$ cat src/sv/projective_point_transform_core_macros.svh
`ifndef PROJECTIVE_POINT_TRANSFORM_CORE_MACROS_SVH
`define PROJECTIVE_POINT_TRANSFORM_CORE_MACROS_SVH

// same-cycle implication
`define PPT_ASSERT_IMP(label, ante, cons, msg) \
    label: assert property (@(posedge i_clk) disable iff (!i_rst_n) (ante) |-> (cons)) \
        else $error(msg);

// next-cycle implication
`define PPT_ASSERT_NXT(label, ante, cons, msg) \
    label: assert property (@(posedge i_clk) disable iff (!i_rst_n) (ante) |=> (cons)) \
        else $error(msg);

`endif

$ cat src/sv/ppt_pkg.sv
package ppt_pkg;

    localparam int FRAC_BITS   = 16;
    localparam int COORD_WIDTH = 32;
    localparam int EPS_W       = 16;
    localparam int COEF_AW     = 4;
    localparam int NUM_COEFS   = 16;
    localparam int PROD_W      = 2 * COORD_WIDTH;
    localparam int SUM_W       = PROD_W + 2;
    localparam int QUO_W       = COORD_WIDTH + 1;
    localparam int DIV_LAT     = QUO_W + 2;
    localparam int FQ_DEPTH    = 4;
    localparam int FQ_AW       = $clog2(FQ_DEPTH);
    localparam logic [EPS_W-1:0] EPS_RESET = EPS_W'(7);

    typedef enum logic {
        OP_LOAD  = 1'b0,
        OP_XFORM = 1'b1
    } t_op;

    typedef logic signed [COORD_WIDTH-1:0] t_coord;
    typedef logic signed [SUM_W-1:0]       t_sum;

    localparam t_coord COEF_ONE = t_coord'(1) <<< FRAC_BITS;
    localparam logic [SUM_W-1:0] W_ONE = SUM_W'(1) << (2 * FRAC_BITS);

    typedef struct packed {
        t_op                op;
        logic [COEF_AW-1:0] idx;
        t_coord             value;
        t_coord             x;
        t_coord             y;
        t_coord             z;
    } t_item;

    typedef struct packed {
        logic  valid;
        t_item item;
    } t_head;

endpackage

$ cat src/sv/ppt_front.sv
module ppt_front (
    input  logic           i_clk,
    input  logic           i_rst_n,
    input  logic           i_push,
    input  ppt_pkg::t_item i_item,
    output logic           o_full,
    input  logic           i_pop,
    output ppt_pkg::t_head o_head
);
    import ppt_pkg::*;

    t_item              r_mem [FQ_DEPTH];
    logic [FQ_AW-1:0]   r_wr_ptr;
    logic [FQ_AW-1:0]   r_rd_ptr;
    logic [FQ_AW:0]     r_count;
    logic               push_ok;
    logic               pop_ok;
    t_item              cls_item;

    assign o_full       = (r_count == (FQ_AW + 1)'(FQ_DEPTH));
    assign o_head.valid = (r_count != '0);
    assign o_head.item  = r_mem[r_rd_ptr];
    assign push_ok      = i_push && !o_full;
    assign pop_ok       = i_pop && o_head.valid;

    // drop the fields that the item kind does not use
    always_comb begin
        cls_item = i_item;
        if (i_item.op == OP_LOAD) begin
            cls_item.x = '0;
            cls_item.y = '0;
            cls_item.z = '0;
        end else begin
            cls_item.idx   = '0;
            cls_item.value = '0;
        end
    end

    always_ff @(posedge i_clk) begin
        if (push_ok) begin
            r_mem[r_wr_ptr] <= cls_item;
        end
    end

    always_ff @(posedge i_clk) begin
        if (!i_rst_n) begin
            r_wr_ptr <= '0;
            r_rd_ptr <= '0;
            r_count  <= '0;
        end else begin
            if (push_ok) begin
                r_wr_ptr <= r_wr_ptr + 1'b1;
            end
            if (pop_ok) begin
                r_rd_ptr <= r_rd_ptr + 1'b1;
            end
            if (push_ok && !pop_ok) begin
                r_count <= r_count + 1'b1;
            end else if (pop_ok && !push_ok) begin
                r_count <= r_count - 1'b1;
            end
        end
    end

endmodule

$ cat config.mk
export PLATFORM = sky130hd
export DESIGN_NAME = ppt_front
export DESIGN_NICKNAME = d
export VERILOG_FILES = /design/src/sv/projective_point_transform_core_macros.svh /design/src/sv/ppt_pkg.sv /design/src/sv/ppt_front.sv
export SDC_FILE = /design/constraint.sdc
export NUM_CORES = 1
export LEC_CHECK = 0
export ABC_AREA = 1
export BUFFER_PORTS_ARGS = -buffer_cell sky130_fd_sc_hd__buf_2
export CAP_MARGIN = 20
export CORE_MARGIN = 1
export CORE_UTILIZATION = 46
export CTS_CLUSTER_SIZE = 40
export DETAILED_ROUTE_END_ITERATION = 16
export GPL_TIMING_DRIVEN = 0
export MAX_ROUTING_LAYER = met4
export PLACE_DENSITY = 0.65
export RECOVER_POWER = 100
export SETUP_SLACK_MARGIN = 0.5
export SLEW_MARGIN = 20
export SYNTH_ARGS = -nofsm -noshare
export SYNTH_HDL_FRONTEND = slang
export SYNTH_SLANG_ARGS = --single-unit
$ cat constraint.sdc
create_clock -name i_clk -period 7.64 [get_ports i_clk]
set_clock_uncertainty 0.05 [all_clocks]
set_input_delay 1.146 -clock i_clk [delete_from_list [all_inputs] [get_ports i_clk]]
set_output_delay 1.146 -clock i_clk [all_outputs]
set_load 0.01 [all_outputs]
Word level (Yosys, flattened, before mapping)
Memory sizes are Yosys's and may differ from the RTL's. A register that Yosys moved wholly into a read port is not among the register bits. Index checks and enable logic that the tools add are counted.

$add $sub $neg: 4. Equality and inequality tests: 1. Muxes and demuxes: 8. Reductions and logical operators: 9.

Operator list (number): $mux W96 (1); $mux W36 (1); $mux W3 (2); $add A2 B1 Y2 const B (2); $logic_and A1 B1 Y1 (4); $mux W2 (2); $add A3 B1 Y3 const B (1); $eq A3 B3 Y1 const B (1); $logic_not A1 Y1 (3); $reduce_bool A3 Y1 (1); $sub A3 B1 Y3 const B (1); $mux W1 (2); $reduce_bool A2 Y1 (1).

Register bits after elaboration: 7. Memory bits (writable): 532. Bits of input ports: 137. Output and inout bits: 135. Word-level logic and storage cells: 26. Memories: 1.

Memory list: r_mem (words 4, width 133, rd ports 1, clocked after memory_dff 1, wr ports 1, RTL line ppt_front.sv:12) `t_item r_mem [FQ_DEPTH];`.

Longest topological paths before layout
Gate-level depths: netlist (run 1).

Depth after elaboration: 7. Gate-level depth with buffers: 13. Mapped depth without buffers: 13.

Least setup slack after synthesis (run 1)
OpenSTA, ideal clock, no wires.

Kind: input to register. Start point: in i_push. End point: mem r_mem[0][0] (netlist bit), enable pin. Library setup time: 627 ps. Data arrival time: 6782 ps. Required time: 6963 ps. Slack: 181 ps. Cell stages on the path: 2. Buffers on the path: 0. Cell sequence: nand2_1 -> nor2_1.

Cells in the longest elaborated chain, start to end: 3.

RTL lines: start: declaration (RTL line ppt_front.sv:4) `input logic i_push,`; $logic_and A1 B1 Y1 (RTL line ppt_front.sv:23) `assign push_ok = i_push && !o_full;`; $mux W1 (RTL line ppt_front.sv:40) `if (push_ok) begin`; $mux W1 (not written as such) (RTL line ppt_front.sv:41) `r_mem[r_wr_ptr] <= cls_item;`; end: declaration (RTL line ppt_front.sv:12).

Every way passes these cells.

Worst setup path in the final report (run 1)
Start point: in i_push. End point: mem r_mem[1][73] (netlist bit), enable pin.

Same word-level chain as after synthesis.

==> results by stage, run 1 <==
Outcome:
- The flow ran to the end, but the final reports show violations.
- The final reports fail on capacitance limit, slew limit.

Clocking:
- For this design, the CTS-stage hold fixing added 0 buffers.
- The root buffer cell chosen for the clock tree is clkbuf_16.
- The post-CTS clock slew at the launch and capture registers of the worst setup and hold paths is 0.06 ns.
- The number of sinks handled by clock tree synthesis is 541.
- The TritonCTS clock tree is done.
- In this run the deepest clock path goes through 3 buffers.
- The H-tree depth is 2.
- The number of buffers added by the clock tree synthesis step is 56.
- The post-CTS repair timing setup buffer count is 0.
- In this run, post-CTS repair resized a total of 0 instances.
- The clock reaches the later pin of the worst-skew pair after 0.58 ns.

Final layout:
- The library cells used most frequently in the layout, excluding fill and tap cells, are edfxtp_1, nor2_1, clkbuf_1.
- With fillers left out, the area of the finished cells amounts to 25,100 um2.
- The most common cell after layout, fill and taps aside is edfxtp_1.
- In the final layout, the share of cells above drive strength 1 is 0.141.
- The layout-stage area growth over the synthesis result is 18.3%.
- The finished layout holds 2,638 standard cells, fillers aside.
- At the end of the flow, the number of nets in the layout was 2,135.

Setup path:
- The worst setup path is captured at a flip-flop.
- The arrival time at the worst endpoint is 5.27 ns.
- The critical setup path kind is in -> reg.
- The number of cells on the worst reg-to-reg path is 8.
- The endpoint identified for the worst register-to-register timing path is r_mem[1][73].
- The worst setup path is launched from a primary input.
- In this run the register-to-register setup slack is 2.57 ns.
- Data on the critical path is required at its endpoint by 7.78 ns.
- The start point of the critical path is i_push.
- The largest driver fanout on the critical path is 22.
- The startpoint of the worst register-to-register path is r_count[0].

STA:
- The final worst-path cycle share is 0.671.
- The minimum clock period is 5.13 ns.
- The final-report max-slew violation count is 92.
- For the pin with the worst max-slew slack, the measured transition is 1.64 ns.
- The final number of setup-violating endpoints is 0.
- Setup repair after global routing left no endpoint under its margin.
- The setup TNS is 0 ns.
- The worst slew slack as a fraction of its limit is -0.0934.
- The maximum operating frequency is 0.195 GHz.
- The hold violation total from the final report is 0.

GRT:
- The via count of the first global-routing pass is 13.6k.
- In the global route stage, overall resource usage came out at 0.229.
- The first-pass GRT wire length is 78.6 mm.
- Entering global routing, the biggest net connects 24 pins.
- The number of antenna violations at the first check in global routing is 1.
- For this run the aggregate overflow at the end of global routing stands at 0.

Run:
- The max capacitance violation total is 4.

Drt:
- The count of vias placed by the detailed router is 13.9k.
- For this block, the routed nets add up to 53.0 mm of wire.
- The average vias per placed instance is 5.26.
- In the final routed layout, each cell accounts on average for 20.1 um.
- The remaining routing DRC violations is 0.
- The first routing iteration left 1,241 violations.
- The detail route stage leaves a number of antenna-violating nets equal to 0.
- The first-pass detailed-route iteration total is 5.

Power and ir drop:
- Cell internal power was estimated by the tool at 5.85 mW.
- The net switching share of the total power is 0.313.
- Dividing total power by cell area gives a power density of 338 nW/um2.
- Total power for the finished layout comes to 8.51 mW.
- The power share of the combinational group is 0.249.
- The share of total power dissipated in sequential elements is 0.436.
- The leakage component of the power is 9.53 nW.
- The net switching power is 2.66 mW.
- The relative contribution of the clock network to total power is 0.316.
- The largest voltage drop on the vdd net is 201 uV.

Synthesis:
- In this run the cell area of the synthesized design comes to 21,300 um2.
- Counting flops and latches in the post-synthesis netlist gives 541.
- The warning count from the yosys run is 0.
- Counting every net in the synthesized netlist gives 1,776.
- The portion of the post-synthesis area used by sequential elements is 0.760.
- Synthesis instantiated 21 different standard cells from the library.
- The post-synthesis area per instance is 13.0 um2.
- Synthesis handed over a netlist of 1,633 instances.

Worst hold path:
- The path with the worst hold slack has its endpoint at r_rd_ptr[0].
- The startpoint identified for the worst hold timing path is r_rd_ptr[0].
- The instance count along the most critical hold path is 2.
- The worst hold path belongs to the class reg -> reg.

Die:
- The placement row count is 78.
- The area of the die is 47,100 um2.
- During I/O placement, the number of pins put on the boundary was 272.
- The height of the chip is 217 um.
- The width of the die is 217 um.
- The placeable core area is 45,500 um2.
- The initial core utilization is 0.467.

Placed design:
- Detailed placement ended at an HPWL of 34.1 mm.
- The final estimated routing congestion in global placement is 0.785.
- The post-detailed-placement cell area is 24,100 um2.
- The number of port buffers is 271.
- After detailed placement, the design holds a cell count of 2,534.
==> power groups by stage <==
stage                     sequential [mW]  combinational, mW  clock [mW]
after floorplan                      3.80               1.26           0
after global placement               3.88               2.16           0
after detailed placement             3.75               2.33           0
after CTS                            3.69               2.34        2.74
after global routing                 3.73               2.31        2.86
final                                3.70               2.11        2.69
==> cell type report <==
type,instances,area (um2)
multi-input cells,842,3910
fillers,3908,20300
clock buffers,70,1480
plain buffers,101,586
diodes,1,2.50
well taps,600,751
clock inverters,33,342
repair buffers,301,1370
flip-flops and latches,541,16200
inverters,149,562
==> cells in the mapped netlist <==
cell        n  area [um2]
a21oi_1     3        15.0
buf_2      32         160
buf_4       2        15.0
buf_6      27         304
clkbuf_1   33         124
clkbuf_2    7        35.0
dfxtp_1     9         180
edfxtp_1  532       16000
fa_1        1        20.0
ha_1        5        62.6
inv_1     147         552
inv_2       1        3.75
inv_4       1        6.26
nand2_1   111         417
nand3_1     4        20.0
nand3b_1    1        7.51
nor2_1    316        1190
o21ai_0   150         751
o21ai_1   117         586
o22ai_1   133         832
xor2_1      1        8.76
==> flip-flops by register name, summed over array words and instances, names as in the netlist, named ones only <==
| signal | cells |
|---|---|
| r_count | 3 |
| r_wr_ptr | 2 |
| r_mem | 532 |
| r_rd_ptr | 2 |
==> critical path: stages <==
cell	delay [ns]
buf_2	0.10
nand2_1	0.12
nor2_1	0.36
clkbuf_1	0.78
clkbuf_1	0.76
clkbuf_1	0.82
clkbuf_1	1.14
==> metrics by stage <==
step | util | worst slack, ns | hold WS (ns)
global route | 0.553 | 2.23 | 0.499
global placement | 0.514 | -4.62 | 0.437
detailed placement | 0.531 | 4.28 | 0.460
finish | 0.553 | 2.51 | 0.470
floorplan | - | 0.181 | 0.415
CTS | 0.571 | 3.78 | 0.468
==> per-layer routing <==
layer / up-vias / part of all wire / track usage / wire length [um]
met5: - / 0 / - / 0
met4: 0 / 0.020 / 0.0592 / 1050
met3: 83 / 0.075 / 0.0512 / 4000
met2: 468 / 0.48 / 0.361 / 25300
met1: 6770 / 0.43 / 0.300 / 22700
li1: 6549 / - / - / -
==> logic make-up (layout without fill, tap and decap cells) <==
logic type	count (synthesis)	after routing	synth area share
flip-flops	541	541	0.760
AND/OR/NAND/NOR	432	432	0.0767
AO/OA/AOI/OAI	403	403	0.103
buffers and inverters	250	654	0.0564
adder cells (fa/ha/maj)	6	6	0.00388
XOR/XNOR	1	1	0.000412
other	0	1	0
==> worst max-delay path by stage <==
| stage | slack [ns] | depth (start not counted) | endpoint |
|---|---|---|---|
| after CTS | 3.78 | 6 | o_head[114] |
| final | 2.51 | 7 | r_mem[1][73] |
| after floorplan | 0.18 | 2 | r_mem[0][0] |
| after detailed placement | 4.28 | 5 | r_mem[3][129] |
| after global routing | 2.23 | 8 | r_mem[1][64] |
| after global placement | -4.62 | 3 | r_mem[0][71] |
No activity file was read; power rests on OpenSTA's default activity.
==> run 2, diff against run 1 <==
--- a/config.mk
+++ b/config.mk
@@ -14,7 +14,7 @@
 export DETAILED_ROUTE_END_ITERATION = 16
 export GPL_TIMING_DRIVEN = 0
 export MAX_ROUTING_LAYER = met4
-export PLACE_DENSITY = 0.65
+export PLACE_DENSITY = 0.63
 export RECOVER_POWER = 100
 export SETUP_SLACK_MARGIN = 0.5
 export SLEW_MARGIN = 20
==> constraint.sdc (replaced) <==
create_clock -name i_clk -period 5.4 [get_ports i_clk]
set_clock_uncertainty 0.05 [all_clocks]
set_input_delay 0.81 -clock i_clk [delete_from_list [all_inputs] [get_ports i_clk]]
set_output_delay 0.81 -clock i_clk [all_outputs]
set_load 0.01 [all_outputs]
==> run 2 against run 1 <==
  * Highest routed layer unchanged
  * Clock-buffer cell count did not move
  * Setup slack got worse by 1.4 ns
  * Sequential share of layout area is 0.32 points lower
  * Die area unchanged
  * Global-route usage increased by 0.22 points
  * Non-clock buffer count decreased by 2
  * Combinational power increased by 45%
  * Critical path depth fell by 1
  * The run still ends with capacitance limit, slew limit left
  * Routed wire length rose by 0.34%
  * Cell area is 0.50% higher
==> results by stage, run 2 (synthesis gave the netlist of run 1 again) <==
Setup path:
- The number of cells traversed by the worst register-to-register path was 7 (was 8).
- The type of destination of the critical path is an output pin (was flip-flop).
- The critical setup path kind was reg -> out (was in -> reg).
- The required time reported for the critical path endpoint is 4.54 ns (was 7.78 ns).
- The type of origin of the critical path is a flip-flop (was primary input).
- The worst flop-to-flop path endpoint is r_mem[0][104] (was r_mem[1][73]).
- The worst-case register-to-register setup slack was 1.26 ns (was 2.57 ns).
- The largest driver fanout on the critical path is 10 (was 22).
- The arrival time at the worst endpoint is 3.44 ns (was 5.27 ns).
- The startpoint of the worst register-to-register path is r_count[0] (unchanged).

Power and ir drop:
- The power density over the cells came to 473 nW/um2 (was 338 nW/um2).
- The largest voltage drop on the vdd net is 325 uV (was 201 uV).
- The leakage component of the power was 9.57 nW (was 9.53 nW).

Placed design:
- The detailed-placement wirelength estimate is 34.1 mm (about the same).
- The post-detailed-placement cell area was 24,100 um2 (about the same).
- The worst slack at placement is 2.05 ns (was 4.28 ns).
- The final estimated routing congestion in global placement is 0.790 (was 0.785).
- The number of port buffers is 271 (unchanged).
- The number of placed instances, taps included is 2,532 (was 2,534).

Drt:
- The number of nets with antenna violations after routing is 0 (unchanged).
- The final wirelength is 53.2 mm (was 53.0 mm).
- The count of vias placed by the detailed router was 14.0k (was 13.9k).
- The wire length per cell is 20.2 um (was 20.1 um).
- The remaining routing DRC violations was 0 (unchanged).
- The starting DRC count in detailed routing is 1,096 (was 1,241).
- The average vias per placed instance is 5.31 (was 5.26).
- The first-pass detailed-route iteration total is 6 (was 5).

Final layout:
- The non-filler instance count after layout was 2,636 (was 2,638).
- Top library cells by usage in the layout, fill and taps aside: edfxtp_1, nor2_1, clkbuf_1 (unchanged).
- The register with the most flip-flops is r_mem (unchanged).
- The most common cell after layout, fill and taps aside is edfxtp_1 (unchanged).
- The post-layout net count is 2,133 (was 2,135).
- The cell area after layout was 25,300 um2 (was 25,100 um2).
- The proportion of layout cells with a drive suffix above 1 is 0.144 (was 0.141).
- The layout-stage area growth over the synthesis result is 18.9% (was 18.3%).
- The final standard cell utilization of the core is 0.556 (was 0.553).
- The number of flip-flops under the largest register name is 532 (unchanged).
- Largest registers in the final layout: r_mem (532), r_count (3) (unchanged).

GRT:
- The number of antenna violations at the first check in global routing is 1 (unchanged).
- The via count of the first global-routing pass was 13.9k (was 13.6k).
- The first-pass GRT wire length was 79.4 mm (was 78.6 mm).
- The pin count of the biggest net entering global routing is 23 (was 24).
- The total global routing track utilization is 0.231 (was 0.229).
- The met1 capacity usage during global routing is 0.304 (was 0.300).
- The met3 routing resource usage after global routing is 0.0484 (was 0.0512).
- The peak-usage layer in the global routing report is met2 (unchanged).
- The met2 demand-to-capacity share in global routing is 0.365 (was 0.361).
- The global route total overflow is 0 (unchanged).

Worst hold path:
- The class of the tightest hold or removal check is in -> reg (was reg -> reg).
- The end of the worst hold path is r_count[2] (was r_rd_ptr[0]).
- The instance count along the most critical hold path is 3 (was 2).
- The startpoint of the lowest-slack hold path is i_rst_n (was r_rd_ptr[0]).

Clocking:
- The TritonCTS clock tree is done (unchanged).
- The deepest clock path buffer count came to 3 (unchanged).
- The post-CTS clock slew at the launch and capture registers of the worst setup and hold paths is 0.06 ns (about the same).
- The number of sinks handled by clock tree synthesis was 541 (unchanged).
- The number of buffers added by the clock tree synthesis step was 56 (unchanged).
- The quantity of hold-fixing buffers added after cts is 0 (unchanged).
- The post-CTS resize count is 0 (unchanged).
- The library cell used as clock root buffer is clkbuf_16 (unchanged).
- The clock insertion delay at the later pin of the skew report came to 0.59 ns (was 0.58 ns).
- The H-tree depth was 2 (unchanged).
- The post-CTS repair timing setup buffer count was 0 (unchanged).

Die:
- The I/O pin count is 272 (unchanged).
- The placeable core area is 45,500 um2 (unchanged).
- The height of the chip is 217 um (unchanged).
- The width of the die is 217 um (unchanged).
- The placement row count is 78 (unchanged).
- The initial core utilization was 0.467 (unchanged).
- The area of the die came to 47,100 um2 (unchanged).

STA:
- Setup repair after global routing missed its margin: false (unchanged).
- The setup TNS is 0 ns (unchanged).
- Static timing analysis puts the maximum clock frequency at 0.232 GHz.
- Of the available clock period, the critical path in the final layout requires 0.797.
- The final number of setup-violating endpoints was 0 (unchanged).
- Subtracting the final worst setup slack from the clock period gives 4.30 ns.
- The hold violation total from the final report is 0 (unchanged).
- The transition time at the pin with the least slew margin was 1.59 ns (was 1.64 ns).
- The final worst slack is 1.10 ns (was 2.51 ns).
- The worst slew slack as a fraction of its limit is -0.0572 (was -0.0934).
- The final-report max-slew violation count came to 40 (was 92).

Outcome:
- Violations in the final reports: capacitance limit, slew limit (unchanged).
- Status: finished with violations (unchanged).

Run:
- The max capacitance violation total was 2 (was 4).
run 2: changes by cell type in the layout (fill, tap and decap cells not counted):
cell	change
buf_2	-4
bufinv_16	-3
clkinvlp_4	+1
o21ai_0	-6
clkinv_2	+1
buf_12	+5
buf_6	+1
clkbuf_1	-9
inv_6	-1
buf_16	+5
o21ai_1	+6
clkinv_4	+2
run 2: cell type report:
cell class                      count  area, um2
Timing Repair Buffer              299       1560
Buffer                            101        593
Antenna cell                        1       2.50
Fill cell                        3897      20200
Multi-Input combinational cell    842       3910
Sequential cell                   541      16200
Inverter                          149        562
Tap cell                          600        751
Clock buffer                       70       1480
Clock inverter                     33        273
run 2: worst max-delay path by stage:
| stage | startpoint | endpoint | slack (ns) | cells past startpoint |
|---|---|---|---|---|
| 3_5_place_dp | i_item[132] | r_mem[3][127] | 2.05 | 5 |
| 3_3_place_gp | i_push | r_mem[0][74] | -6.64 | 3 |
| 2_1_floorplan | i_push | r_mem[0][0] | -1.72 | 2 |
| 5_1_grt | flip-flop | o_head[99] | 0.92 | 6 |
| 6_report | flip-flop | o_head[81] | 1.10 | 6 |
| 4_1_cts | flip-flop | o_head[60] | 1.89 | 6 |
run 2: power breakdown:
part / internal (mW) / switching [mW]
logic: 0.931 / 2.12
clock network: 2.12 / 1.55
registers: 5.12 / 0.114
total: 8.18 / 3.79
run 2: worst max-delay path, stage by stage, from the launching register on:
cell	delay, ns
dfxtp_1	0.50
clkbuf_1	0.79
clkbuf_1	0.49
clkbuf_1	0.49
nor2_1	0.11
o22ai_1	0.26
clkbuf_1	0.19
run 2: through the flow:
stage	hold WS [ns]	power, mW
after CTS	0.375	12.3
after global routing	0.421	12.5
after floorplan	0.415	7.15
final	0.434	12.0
after global placement	0.436	8.56
after detailed placement	0.450	8.60
run 2: layer usage:
| layer | wire (um) | vias up |
|---|---|---|
| li1 | - | 6533 |
| met1 | 22600 | 6859 |
| met2 | 25400 | 533 |
| met3 | 4180 | 78 |
| met4 | 1020 | 0 |
| met5 | 0 | - |
